--- src/hdl/fea_pkg.sv ---
// Shared constants and types of the free extent allocator.
`default_nettype none
package fea_pkg;
  localparam int MaxExtents = 64;
  localparam int AddrBits   = 16;
  localparam int IdxBits    = $clog2(MaxExtents);
  localparam int CntBits    = $clog2(MaxExtents + 1);
  localparam int SizeBits   = AddrBits + 1;
  localparam int EntBits    = AddrBits + SizeBits;

  localparam logic [1:0] StatOk   = 2'd0;
  localparam logic [1:0] StatMiss = 2'd1;
  localparam logic [1:0] StatFull = 2'd2;

  localparam logic ReqAlloc = 1'b0;
  localparam logic ReqFree  = 1'b1;

  typedef enum logic [7:0] {
    S_IDLE   = 8'b00000001,
    S_READ   = 8'b00000010,
    S_SCAN   = 8'b00000100,
    S_DECIDE = 8'b00001000,
    S_SHIFTR = 8'b00010000,
    S_SHIFTW = 8'b00100000,
    S_FIX    = 8'b01000000,
    S_DONE   = 8'b10000000
  } state_t;
endpackage
`default_nettype wire

--- src/hdl/fea_ram.sv ---
// Generic single-port-write, one-read synchronous RAM with registered read.
`default_nettype none
module fea_ram #(
  parameter int Width = 8,
  parameter int Depth = 16
) (
  input  wire                      clk,
  input  wire                      we,
  input  wire [$clog2(Depth)-1:0]  waddr,
  input  wire [Width-1:0]          wdata,
  input  wire [$clog2(Depth)-1:0]  raddr,
  output logic [Width-1:0]         rdata
);
  logic [Width-1:0] mem [Depth];
  always_ff @(posedge clk) begin
    if (we) begin
      mem[waddr] <= wdata;
    end
    rdata <= mem[raddr];
  end
endmodule
`default_nettype wire

--- src/hdl/free_extent_allocator.sv ---
// Top level of the free extent allocator: control sequencer around the extent table.
//
// Keeps a sorted table of disjoint free extents (base, size) in one RAM.
// Input channel in_*: in_tuser = req_type (0 allocate, 1 free), in_tdata packs
// range_start and range_length. Each request answers with one result on out_*:
// out_tdata packs status (0 ok, 1 range miss, 2 table full) and extent_count.
// Configuration channel cfg_*: writing total_size resets the table to a single
// extent [0, total_size), or to none when it is 0; sizes above 2^16 saturate.
// A write is taken only while no request is in flight and no result waits.
// Throughput: one request at a time. A request scans the table one entry per
// cycle (one RAM read port), then moves entries one by one, each read and then
// written back, when an insert or removal shifts the tail. A zero length or a
// free past the space end goes straight to its result without a table scan.
// Reset writes entry 0 as [0, 65536); no clearing pass is needed since only
// entries below the count are read.
// The result waits in an output register; while the receiver stalls, the
// block takes one more request, works it through and holds its result until
// the waiting one is taken.
`default_nettype none
module free_extent_allocator
  import fea_pkg::*;
(
  input  wire         clk,
  input  wire         rst_n,
  input  wire         in_tvalid,
  output logic        in_tready,
  input  wire  [39:0] in_tdata,   // [15:0] range_start, [32:16] range_length
  input  wire         in_tuser,   // [0] req_type
  output logic        out_tvalid,
  input  wire         out_tready,
  output logic [15:0] out_tdata,  // [1:0] status, [8:2] extent_count
  input  wire         cfg_valid,
  output logic        cfg_ready,
  input  wire  [16:0] cfg_data
);
  localparam logic [SizeBits-1:0] FullSpace = SizeBits'(1) << AddrBits;

  state_t state_r, state_nxt;
  logic [CntBits-1:0]  cnt_r, cnt_nxt;
  logic [SizeBits-1:0] total_r, total_nxt;
  logic                typ_r, typ_nxt;
  logic [SizeBits-1:0] st_r, st_nxt;     // start, widened
  logic [SizeBits-1:0] len_r, len_nxt;
  logic [IdxBits:0]    idx_r, idx_nxt;   // scan position
  logic [EntBits-1:0]  prev_r, prev_nxt; // entry before idx
  logic [EntBits-1:0]  cur_r, cur_nxt;   // entry at idx (if idx < cnt)
  logic [IdxBits:0]    mv_r, mv_nxt;     // shift pointer
  logic                dir_r, dir_nxt;   // 1 shift up (insert), 0 shift down
  logic [EntBits-1:0]  ins_r, ins_nxt;   // entry to write at the fix point
  logic [IdxBits:0]    fix_r, fix_nxt;
  logic [1:0]          stat_r, stat_nxt;
  logic                ovalid_r, ovalid_nxt;
  logic [CntBits+1:0]  res_r, res_nxt;   // {extent_count, status} on offer

  logic               we;
  logic [IdxBits-1:0] waddr, raddr;
  logic [EntBits-1:0] wdata, rdata;

  fea_ram #(.Width(EntBits), .Depth(MaxExtents)) u_tab (
    .clk(clk), .we(we), .waddr(waddr), .wdata(wdata), .raddr(raddr), .rdata(rdata)
  );

  function automatic logic [EntBits-1:0] mk(input logic [SizeBits-1:0] b,
                                            input logic [SizeBits-1:0] s);
    mk = {s, b[AddrBits-1:0]};
  endfunction

  logic [SizeBits-1:0] cb, cs, ce, pb, ps, pe, rb, en;
  logic [SizeBits:0]   en_x;             // range end, one bit wider than a size
  logic [SizeBits-1:0] cfg_sat;
  logic                has_cur, has_prev;

  always_comb begin
    cb = {1'b0, cur_r[AddrBits-1:0]};
    cs = cur_r[EntBits-1:AddrBits];
    ce = cb + cs;
    pb = {1'b0, prev_r[AddrBits-1:0]};
    ps = prev_r[EntBits-1:AddrBits];
    pe = pb + ps;
    rb = {1'b0, rdata[AddrBits-1:0]};
    en_x = {1'b0, st_r} + {1'b0, len_r};
    en = en_x[SizeBits-1:0];
    has_cur  = ({1'b0, idx_r} < {1'b0, cnt_r});
    has_prev = (idx_r != '0);
    cfg_sat  = (cfg_data > FullSpace) ? FullSpace : cfg_data;
  end

  assign in_tready  = (state_r == S_IDLE) && !cfg_valid;
  assign cfg_ready  = (state_r == S_IDLE) && !ovalid_r;
  assign out_tvalid = ovalid_r;
  assign out_tdata  = {7'd0, res_r};

  always_comb begin
    state_nxt = state_r; cnt_nxt = cnt_r; total_nxt = total_r;
    typ_nxt = typ_r; st_nxt = st_r; len_nxt = len_r; idx_nxt = idx_r;
    prev_nxt = prev_r; cur_nxt = cur_r; mv_nxt = mv_r; dir_nxt = dir_r;
    ins_nxt = ins_r; fix_nxt = fix_r; stat_nxt = stat_r; ovalid_nxt = ovalid_r;
    res_nxt = res_r;
    we = 1'b0; waddr = '0; wdata = '0; raddr = '0;
    if (ovalid_r && out_tready) ovalid_nxt = 1'b0;
    case (state_r)
      S_IDLE: begin
        if (cfg_valid && cfg_ready) begin
          // restart the table as one extent
          total_nxt = cfg_sat;
          we = 1'b1; waddr = '0; wdata = mk('0, cfg_sat);
          cnt_nxt = (cfg_sat != '0) ? CntBits'(1) : '0;
        end else if (in_tvalid && in_tready) begin
          typ_nxt = in_tuser;
          st_nxt  = {1'b0, in_tdata[15:0]};
          len_nxt = in_tdata[32:16];
          idx_nxt = '0;
          stat_nxt = StatOk;
          if (in_tdata[32:16] == '0) begin
            state_nxt = S_DONE;
          end else if (in_tuser == ReqFree &&
                       ({2'b0, in_tdata[15:0]} + {1'b0, in_tdata[32:16]}) >
                       {1'b0, total_r}) begin
            stat_nxt = StatMiss; state_nxt = S_DONE;
          end else begin
            raddr = '0; state_nxt = S_READ;
          end
        end
      end
      S_READ: begin
        // read data for idx arrives next cycle
        raddr = idx_r[IdxBits-1:0];
        state_nxt = S_SCAN;
      end
      S_SCAN: begin
        cur_nxt = rdata;
        if (!has_cur) begin
          state_nxt = S_DECIDE;
        end else if (typ_r == ReqAlloc) begin
          if (rb <= st_r &&
              en_x <= {1'b0, rb} + {1'b0, rdata[EntBits-1:AddrBits]}) begin
            state_nxt = S_DECIDE;
          end else begin
            prev_nxt = rdata; idx_nxt = idx_r + 1'b1;
            raddr = idx_nxt[IdxBits-1:0]; state_nxt = S_SCAN;
          end
        end else begin
          if (rb < st_r) begin
            prev_nxt = rdata; idx_nxt = idx_r + 1'b1;
            raddr = idx_nxt[IdxBits-1:0]; state_nxt = S_SCAN;
          end else begin
            state_nxt = S_DECIDE;
          end
        end
        if (state_nxt == S_SCAN && ({1'b0, idx_nxt} >= {1'b0, cnt_r}))
          state_nxt = S_DECIDE;
      end
      S_DECIDE: begin
        state_nxt = S_DONE;
        if (typ_r == ReqAlloc) begin
          if (!has_cur) begin
            stat_nxt = StatMiss;
          end else if (st_r == cb && en_x == {1'b0, ce}) begin
            // drop the whole extent: shift down from idx
            cnt_nxt = cnt_r - 1'b1;
            mv_nxt = idx_r; dir_nxt = 1'b0;
            state_nxt = S_SHIFTR;
            if ({1'b0, idx_r} + 1'b1 >= {1'b0, cnt_r}) state_nxt = S_DONE;
          end else if (st_r == cb) begin
            we = 1'b1; waddr = idx_r[IdxBits-1:0]; wdata = mk(en, ce - en);
          end else if (en_x == {1'b0, ce}) begin
            we = 1'b1; waddr = idx_r[IdxBits-1:0]; wdata = mk(cb, st_r - cb);
          end else if (cnt_r >= CntBits'(MaxExtents)) begin
            stat_nxt = StatFull;
          end else begin
            we = 1'b1; waddr = idx_r[IdxBits-1:0]; wdata = mk(cb, st_r - cb);
            ins_nxt = mk(en, ce - en); fix_nxt = idx_r + 1'b1;
            // open a gap at fix by moving entries [fix, cnt) up one, top first
            cnt_nxt = cnt_r + 1'b1; dir_nxt = 1'b1;
            mv_nxt  = (IdxBits+1)'(cnt_r);
            state_nxt = ((IdxBits+1)'(cnt_r) == fix_nxt) ? S_FIX : S_SHIFTR;
          end
        end else begin
          if (has_prev && pe > st_r) begin
            stat_nxt = StatMiss;
          end else if (has_cur && {1'b0, cb} < en_x) begin
            stat_nxt = StatMiss;
          end else if (has_prev && pe == st_r && has_cur && {1'b0, cb} == en_x) begin
            we = 1'b1; waddr = IdxBits'(idx_r - 1'b1);
            wdata = mk(pb, ps + len_r + cs);
            cnt_nxt = cnt_r - 1'b1;
            mv_nxt = idx_r; dir_nxt = 1'b0;
            state_nxt = S_SHIFTR;
            if ({1'b0, idx_r} + 1'b1 >= {1'b0, cnt_r}) state_nxt = S_DONE;
          end else if (has_prev && pe == st_r) begin
            we = 1'b1; waddr = IdxBits'(idx_r - 1'b1); wdata = mk(pb, ps + len_r);
          end else if (has_cur && {1'b0, cb} == en_x) begin
            we = 1'b1; waddr = idx_r[IdxBits-1:0]; wdata = mk(st_r, cs + len_r);
          end else if (cnt_r >= CntBits'(MaxExtents)) begin
            stat_nxt = StatFull;
          end else begin
            ins_nxt = mk(st_r, len_r); fix_nxt = idx_r;
            // open a gap at fix by moving entries [fix, cnt) up one, top first
            cnt_nxt = cnt_r + 1'b1; dir_nxt = 1'b1;
            mv_nxt  = (IdxBits+1)'(cnt_r);
            state_nxt = ((IdxBits+1)'(cnt_r) == fix_nxt) ? S_FIX : S_SHIFTR;
          end
        end
      end
      S_SHIFTR: begin
        // read source entry of the move
        raddr = dir_r ? IdxBits'(mv_r - 1'b1) : IdxBits'(mv_r + 1'b1);
        state_nxt = S_SHIFTW;
      end
      S_SHIFTW: begin
        we = 1'b1; waddr = mv_r[IdxBits-1:0]; wdata = rdata;
        if (dir_r) begin
          mv_nxt = mv_r - 1'b1;
          state_nxt = (mv_r - 1'b1 == fix_r) ? S_FIX : S_SHIFTR;
        end else begin
          mv_nxt = mv_r + 1'b1;
          state_nxt = ({1'b0, mv_r} + 1'b1 >= {1'b0, cnt_r}) ? S_DONE : S_SHIFTR;
        end
      end
      S_FIX: begin
        we = 1'b1; waddr = fix_r[IdxBits-1:0]; wdata = ins_r;
        state_nxt = S_DONE;
      end
      S_DONE: begin
        // hold here while the previous result still waits
        if (!ovalid_r || out_tready) begin
          ovalid_nxt = 1'b1;
          res_nxt = {cnt_r, stat_r};
          state_nxt = S_IDLE;
        end
      end
      default: state_nxt = S_IDLE;
    endcase
    // load entry 0 with the full space while reset is held
    if (!rst_n) begin
      we = 1'b1; waddr = '0; wdata = mk('0, FullSpace);
    end
  end

  always_ff @(posedge clk) begin
    if (!rst_n) begin
      state_r <= S_IDLE; cnt_r <= CntBits'(1); total_r <= FullSpace;
      ovalid_r <= 1'b0; stat_r <= StatOk; res_r <= '0;
    end else begin
      state_r <= state_nxt; cnt_r <= cnt_nxt; total_r <= total_nxt;
      ovalid_r <= ovalid_nxt; stat_r <= stat_nxt; res_r <= res_nxt;
    end
  end

  always_ff @(posedge clk) begin
    typ_r <= typ_nxt; st_r <= st_nxt; len_r <= len_nxt; idx_r <= idx_nxt;
    prev_r <= prev_nxt; cur_r <= cur_nxt; mv_r <= mv_nxt; dir_r <= dir_nxt;
    ins_r <= ins_nxt; fix_r <= fix_nxt;
  end
endmodule
`default_nettype wire
--- config.mk ---
export PLATFORM = sky130hd
export DESIGN_NAME = free_extent_allocator
export DESIGN_NICKNAME = d
export VERILOG_FILES = /design/src/hdl/fea_pkg.sv /design/src/hdl/fea_ram.sv /design/src/hdl/free_extent_allocator.sv
export SDC_FILE = /design/constraint.sdc
export NUM_CORES = 2
export LEC_CHECK = 0
export BUFFER_PORTS_ARGS = -buffer_cell sky130_fd_sc_hd__buf_2
export CORE_ASPECT_RATIO = 0.8
export CORE_UTILIZATION = 57
export CTS_CLUSTER_DIAMETER = 80
export DETAILED_ROUTE_END_ITERATION = 10
export PLACE_DENSITY = 0.78
export SYNTH_ARGS = -nofsm -noshare
export SYNTH_HDL_FRONTEND = slang
export SYNTH_HIERARCHICAL = 1
export SYNTH_SLANG_ARGS = --single-unit
--- constraint.sdc ---
create_clock -name clk -period 8.05 [get_ports clk]
set_input_delay 1.61 -clock clk [delete_from_list [all_inputs] [get_ports clk]]
set_output_delay 1.61 -clock clk [all_outputs]
set_load 0.05 [all_outputs]
# After elaboration in Yosys (flattened, before gate mapping)
# Memory sizes are Yosys's and may differ from the RTL's. A register that Yosys moved wholly into a read port is not among the register bits.
# Cells that the tools add are included.
# totals
regBits	199
latch_bits	0
ram_bits	2112
rom_bits	0
input_bits	63
output_inout_bits	19
wordCells	306
n_memories	1
# classes
n_addsub	18
n_mul	0
n_div	0
magnitude_cmp	12
n_eq_ne	49
shift	0
n_mux	172
bitwise_logic	1
reduce_logical	37
# mem_list
memory	depth	width	rd	rd_ports_with_merged_regs	write_ports	line_no	rtl
u_tab.mem	64	33	1	1	1	fea_ram.sv:14	logic [Width-1:0] mem [Depth];
# op_table
cell	n
33-bit two-way mux	28
7-bit two-way mux	46
8-bit two-way mux	24
33-bit case mux with 4 select lines	1
6-bit two-way mux	17
8-bit case mux with 8 select lines	1
16-bit by 17-bit adder with 18-bit output	3
17-bit adder	3
7-bit case mux with 2 select lines	3
6-bit case mux with 3 select lines	2
16-bit by 17-bit adder with 17-bit output	2
1-bit two-way mux	32
4-bit != test (second input constant)	7
2-bit two-way mux	13
2-bit != test (second input constant)	13
7-bit by 1-bit adder with 7-bit output (second input constant)	3
7-bit == test	3
16-bit by 18-bit == test with 1-bit output	1
18-bit by 17-bit == test with 1-bit output	1
18-bit by 17-bit greater-than comparator with 1-bit output	1
18-bit <= comparator	1
16-bit by 18-bit less-than comparator with 1-bit output	1
9-bit AND reduction	2
17-bit by 16-bit == test with 1-bit output	1
other kinds (44)	80

# Logic depth before layout (Yosys ltp)
# depth
word_depth	13
ltp_mapped	35

# Cells and area by module
# The synthesis kept the hierarchy.
# modules_own_cells
module	instances	cells_per_inst	area_each_um2	seq_area_each_um2
fea_ram	1	3610	81094.0	64081.5
free_extent_allocator	1	2365	20191.9	5535.3

# Worst setup path after synthesis
# OpenSTA, ideal clock, no wires.
# synth_path
path_kind	flip-flop to flip-flop
startpoint	reg prev_r[0]
endpoint	mem u_tab/mem[0][30] (netlist bit) (data pin)
setup_ns	0.702
t_arrival_ns	6.851
path_slack_ns	0.497
stages_incl_launch_ff	21
n_path_buf	1
path_cell_list	edfxtp_1 ha_1 fa_1 a211oi_1 o211ai_1 o2111a_1 or2_2 o21ai_0 a21boi_0 o21ai_0 nand2b_1 xor2_1 ha_1 or4_1 a221oi_1 o21ai_0 a22oi_1 o21a_1 clkbuf_1 nand3_1 o21ai_0
# synth_via
elab_chain_cells	11
word_cells_on_any_way	14
cone_classes	add/sub (1); order compare (1); eq/ne (1); mux (7); reduce/logical (4)
# synth_rtl
element	line_no	rtl
start, declared	free_extent_allocator.sv:45	logic [EntBits-1:0] prev_r, prev_nxt;
start signal, assigned	free_extent_allocator.sv:252	prev_r <= prev_nxt; cur_r <= cur_nxt; mv_r <= mv_nxt; dir_r <= dir_nxt;
16-bit by 17-bit adder with 17-bit output *	free_extent_allocator.sv:79	pe = pb + ps;
branches (longest 6 deep; another with 17-bit by 16-bit greater-than comparator with 1-bit output)	-	
33-bit two-way mux *	free_extent_allocator.sv:179	if (has_prev && pe > st_r) begin
33-bit two-way mux *	free_extent_allocator.sv:155	if (typ_r == ReqAlloc) begin
33-bit case mux with 4 select lines *	free_extent_allocator.sv:101	case (state_r)
33-bit two-way mux *	free_extent_allocator.sv:235	if (!rst_n) begin
named net wdata[30]	free_extent_allocator.sv:57	logic [EntBits-1:0] wdata, rdata;
end, declared	fea_ram.sv:14	
# Mark *: on every way through the listed nets, which the timed path passes.

# Final worst setup path
# layout_path
startpoint	reg u_tab.rdata[0] (read register of u_tab.mem)
endpoint	reg u_tab.rdata[24] (read register of u_tab.mem)
# layout_via
elab_chain_cells	7
word_cells_on_any_way	10
cone_classes	add/sub (1); order compare (3); mux (5); reduce/logical (1)
# layout_rtl
element	line_no	rtl
start, declared	fea_ram.sv:12	output logic [Width-1:0] rdata
16-bit by 17-bit adder with 18-bit output	free_extent_allocator.sv:136	en_x <= {1'b0, rb} + {1'b0, rdata[EntBits-1:AddrBits]}) begin
18-bit <= comparator	free_extent_allocator.sv:136	
1-bit logical AND	free_extent_allocator.sv:135	if (rb <= st_r &&
6-bit two-way mux	free_extent_allocator.sv:135	
6-bit two-way mux *	free_extent_allocator.sv:134	end else if (typ_r == ReqAlloc) begin
6-bit two-way mux *	free_extent_allocator.sv:132	if (!has_cur) begin
6-bit case mux with 3 select lines *	free_extent_allocator.sv:101	
named net raddr[1]	free_extent_allocator.sv:56	logic [IdxBits-1:0] waddr, raddr;
# The timed path passes the listed nets; every way through them passes the cells marked *.
# A chain may end at the register's enable or synchronous reset.

==> impl_metrics.csv <==
group,metric,value,unit
layout,final_cell_mix,"edfxtp_1, mux4_2, buf_4",
logic_synthesis,async_flop_share,0,%
placed_design,dp_cells,8634,
setup_path,required,8850,ps
sta,post-route-min-period,7840,ps
setup_path,worst-path-stages,31,
worst_hold_path,min_path_cells,2,
pwr,leakage,34.4,nW
layout,fill_cells,11100,
layout,drive_gt1_share,23.3,%
sta,max-slew-margin-rel,15.1,%
sta,finalSetupViolCount,0,
clock_network,clock_path_buffers,3,
die,die_area,0.179,mm2
pwr,max-vdd-ir-drop,0.347,mV
sta,tightest_slew,1260,ps
setup_path,r2r-start,"u_tab/rdata[0]$_DFF_P_",
clock_network,worstSkewPairLatency,860,ps
setup_path,reg2reg_slack,210,ps
layout,fin_cells,9029,
detailed_routing,vias,62600,
setup_path,critPathCapture,"u_tab/rdata[24]$_DFF_P_",
worst_hold_path,min_path_type,"flip-flop to flip-flop",
logic_synthesis,synth-seq-cells,2344,
die,core,0.175,mm2
logic_synthesis,syn-cell-area,0.101,mm2
global_routing,grtUsageTotal,34.1,%
sta,fmax,0.127,GHz
detailed_routing,avgRoutedWirePerCell,33.9,um
setup_path,path_buf_inv,6,
setup_path,crit_type,"flip-flop to flip-flop",
detailed_routing,wl,306,mm
die,fp.dieW,473,um
setup_path,cpPeakStageDelay,500,ps
flow_run,max-cap-violations,0,
placed_design,gp_congestion,0.970,
global_routing,grt_pass1_wl,432,mm
global_routing,antenna_found_initial,9,
detailed_routing,postRouteAntennaNets,0,
sta,period_share,97.5,%
setup_path,cpLargestDelayFamily,"compound AO/OA/AOI/OAI gates",
die,start_util,57.8,%
setup_path,critical_path.startpoint_type,"flip-flop",
layout,fin_nets,6841,
setup_path,cp_common_cell,"buf_4",
setup_path,endpoint_kind,"flip-flop",
clock_network,clockRootBuffer,"clkbuf_16",
detailed_routing,first_pass_iters,8,
sta,setup_tns,0,ps
clock_network,cts_tree,"yes",
clock_network,cts_buffers,208,
die,io-pin-count,82,
logic_synthesis,netlist_instances,5975,
setup_path,arrival,8650,ps
sta,final_hold_viol_count,0,
logic_synthesis,syn-mean-instance-area,17.0,um2
clock_network,htreeDepth,4,
sta,rsz0062_at_grt,"no",
logic_synthesis,synthFlopType,"edfxtp_1",
logic_synthesis,synth.distinct_cells,95,
global_routing,grt_pass1_vias,60800,
sta,report.final.slew_viol_count,0,
logic_synthesis,yosysWarnings,6,
logic_synthesis,synth_edf_count,2267,
clock_network,cts_sinks,2344,
global_routing,grt_max_degree,65,
detailed_routing,drt_iter0_drc,10300,
layout,final_common_cell,"edfxtp_1",
clock_network,postCtsHoldBufs,0,
setup_path,r2r-end,"u_tab/rdata[24]$_DFF_P_",
setup_path,reg2regPathDepth,31,
detailed_routing,drc,0,
detailed_routing,viasPerCell,6.93,
placed_design,dpl.hpwl,192,mm
clock_network,clkTransAtPathRegs,70,ps
die,rows,137,
layout,syn_to_final_growth,15.1,%
logic_synthesis,synth_seq_area_share,68.7,%
setup_path,cp_max_fo,21,
die,die_h,379,um
pwr,p_per_area,211,mW/mm2
global_routing,grt_overflow_total,0,
sta,fin_skew,51.4,ps
layout,final_util,66.5,%
pwr,finalPower,24.6,mW
setup_path,crit_start,"u_tab/rdata[0]$_DFF_P_",
setup_path,crit_slowest_cell,"o22ai_1",
status,status,"finished clean",
placed_design,portBuffers,67,
power by group:
| group | leakage [nW] | total, mW | switching (mW) | internal [mW] |
|---|---|---|---|---|
| Sequential | 18.3 | 13.4 | 0.0887 | 13.3 |
| Combinational | 12.9 | 1.28 | 0.808 | 0.475 |
| Clock | 3.24 | 9.93 | 4.57 | 5.36 |
| Total | 34.4 | 24.6 | 5.46 | 19.1 |
Yosys cell counts, types with 10 or more instances:
master    number  share of area, %
nand2_1      320               1.2
o21bai_1      21              0.16
xor2_1        65              0.56
o22ai_1       76              0.47
or2_2         21              0.13
dfxtp_1       77               1.5
nand4_1       98              0.61
nand2b_1      46              0.28
o221ai_1      55              0.48
mux4_2       484                11
and3_1        58              0.36
nor3_1        60              0.30
buf_4         18              0.13
a221oi_1      14              0.12
xnor2_1      108              0.93
a21o_1        66              0.49
nor2_1       216              0.80
buf_1         13             0.048
a211oi_1      51              0.38
mux2_2        10              0.11
o211ai_1      16              0.12
mux2i_1      119               1.2
o31ai_1       11             0.082
a222oi_1      12              0.12
nor4_1        27              0.17
a22o_1        11             0.095
o21ai_0      162              0.80
and2_1        21              0.13
or3_1         19              0.12
a22oi_1      115              0.85
o21a_1        32              0.24
nor2b_1       78              0.48
clkbuf_1     184              0.68
buf_2         63              0.31
nand3_1      121              0.60
inv_1        142              0.53
ha_1         280               3.5
buf_6         21              0.23
edfxtp_1    2267                67
a31oi_1       40              0.25
fa_1          10              0.20
a21oi_1      196              0.97
through the flow:
| stage | cell area [um2] | setup slack [ps] | hold WS (ps) |
|---|---|---|---|
| 3_5_place_dp | 110000 | 337 | 442 |
| 6_report | 117000 | 205 | 447 |
| 2_1_floorplan | 101000 | 497 | 426 |
| 4_1_cts | 117000 | 276 | 449 |
| 5_1_grt | 117000 | 10.8 | 469 |
| 3_3_place_gp | 110000 | 336 | 437 |
state kept, by name, summed over array words and instances (netlist names), 7 cells and up:
signal / cells
u_tab/mem: 2112
cur_r: 33
ins_r: 33
prev_r: 33
u_tab/rdata: 33
len_r: 17
total_r: 17
st_r: 16
res_r: 9
state_r: 8
cnt_r: 7
fix_r: 7
idx_r: 7
mv_r: 7
worst min-delay path, cell delays in order (launching register included):
cell and delay (ps):
dfxtp_1 310, nand2_1 50, a21oi_1 50
area by class of cell:
type                            count  area [um2]  share of cell area [%]
Antenna cell                        3        7.51                 0.00644
Timing Repair Buffer              597        6080                    5.22
Sequential cell                  2344       69600                    59.7
Multi-Input combinational cell   3193       30800                    26.4
Clock inverter                    121        1140                   0.976
Tap cell                         2363        2960                    2.54
Inverter                          144         541                   0.463
Clock buffer                      264        5530                    4.74
logic make-up after synthesis:
family                     Yosys count  share of synthesized area (%)
other                                1                        0.00370
xor gates and xnor gates           174                           1.51
DFF                               2344                           68.7
muxes                              613                           12.0
AOI/OAI and AO/OA                  975                           6.53
and+or+nand+nor                   1133                           5.55
adders and majority gates          290                           3.66
buffers and inverters              445                           1.96
metal layers:
layer / global-route usage (%) / up-vias / part of all wire (%)
li1: - / 25200 / -
met1: 49.0 / 31400 / 37
met2: 50.3 / 5231 / 44
met3: 9.47 / 753 / 15
met4: 11.7 / 6 / 3.8
met5: 0 / - / 0.011
what timing repair did:
action,4_1_cts,5_1_grt
gates resized for setup,0,7
setup endpoints to repair,0,291
setup buffers,0,6
how the worst min path moves through the flow:
stage / to / slack (ps) / start
finish: res_r[7]$_SDFFE_PN0P_ / 450 / res_r[7]$_SDFFE_PN0P_
global route: res_r[5]$_SDFFE_PN0P_ / 470 / res_r[5]$_SDFFE_PN0P_
CTS: res_r[7]$_SDFFE_PN0P_ / 450 / res_r[7]$_SDFFE_PN0P_
detailed placement: res_r[7]$_SDFFE_PN0P_ / 440 / res_r[7]$_SDFFE_PN0P_
global placement: res_r[4]$_SDFFE_PN0P_ / 440 / res_r[4]$_SDFFE_PN0P_
floorplan: total_r[16]$_SDFFE_PN1P_ / 430 / total_r[16]$_SDFFE_PN1P_
Power figures use the tool's default switching activity.
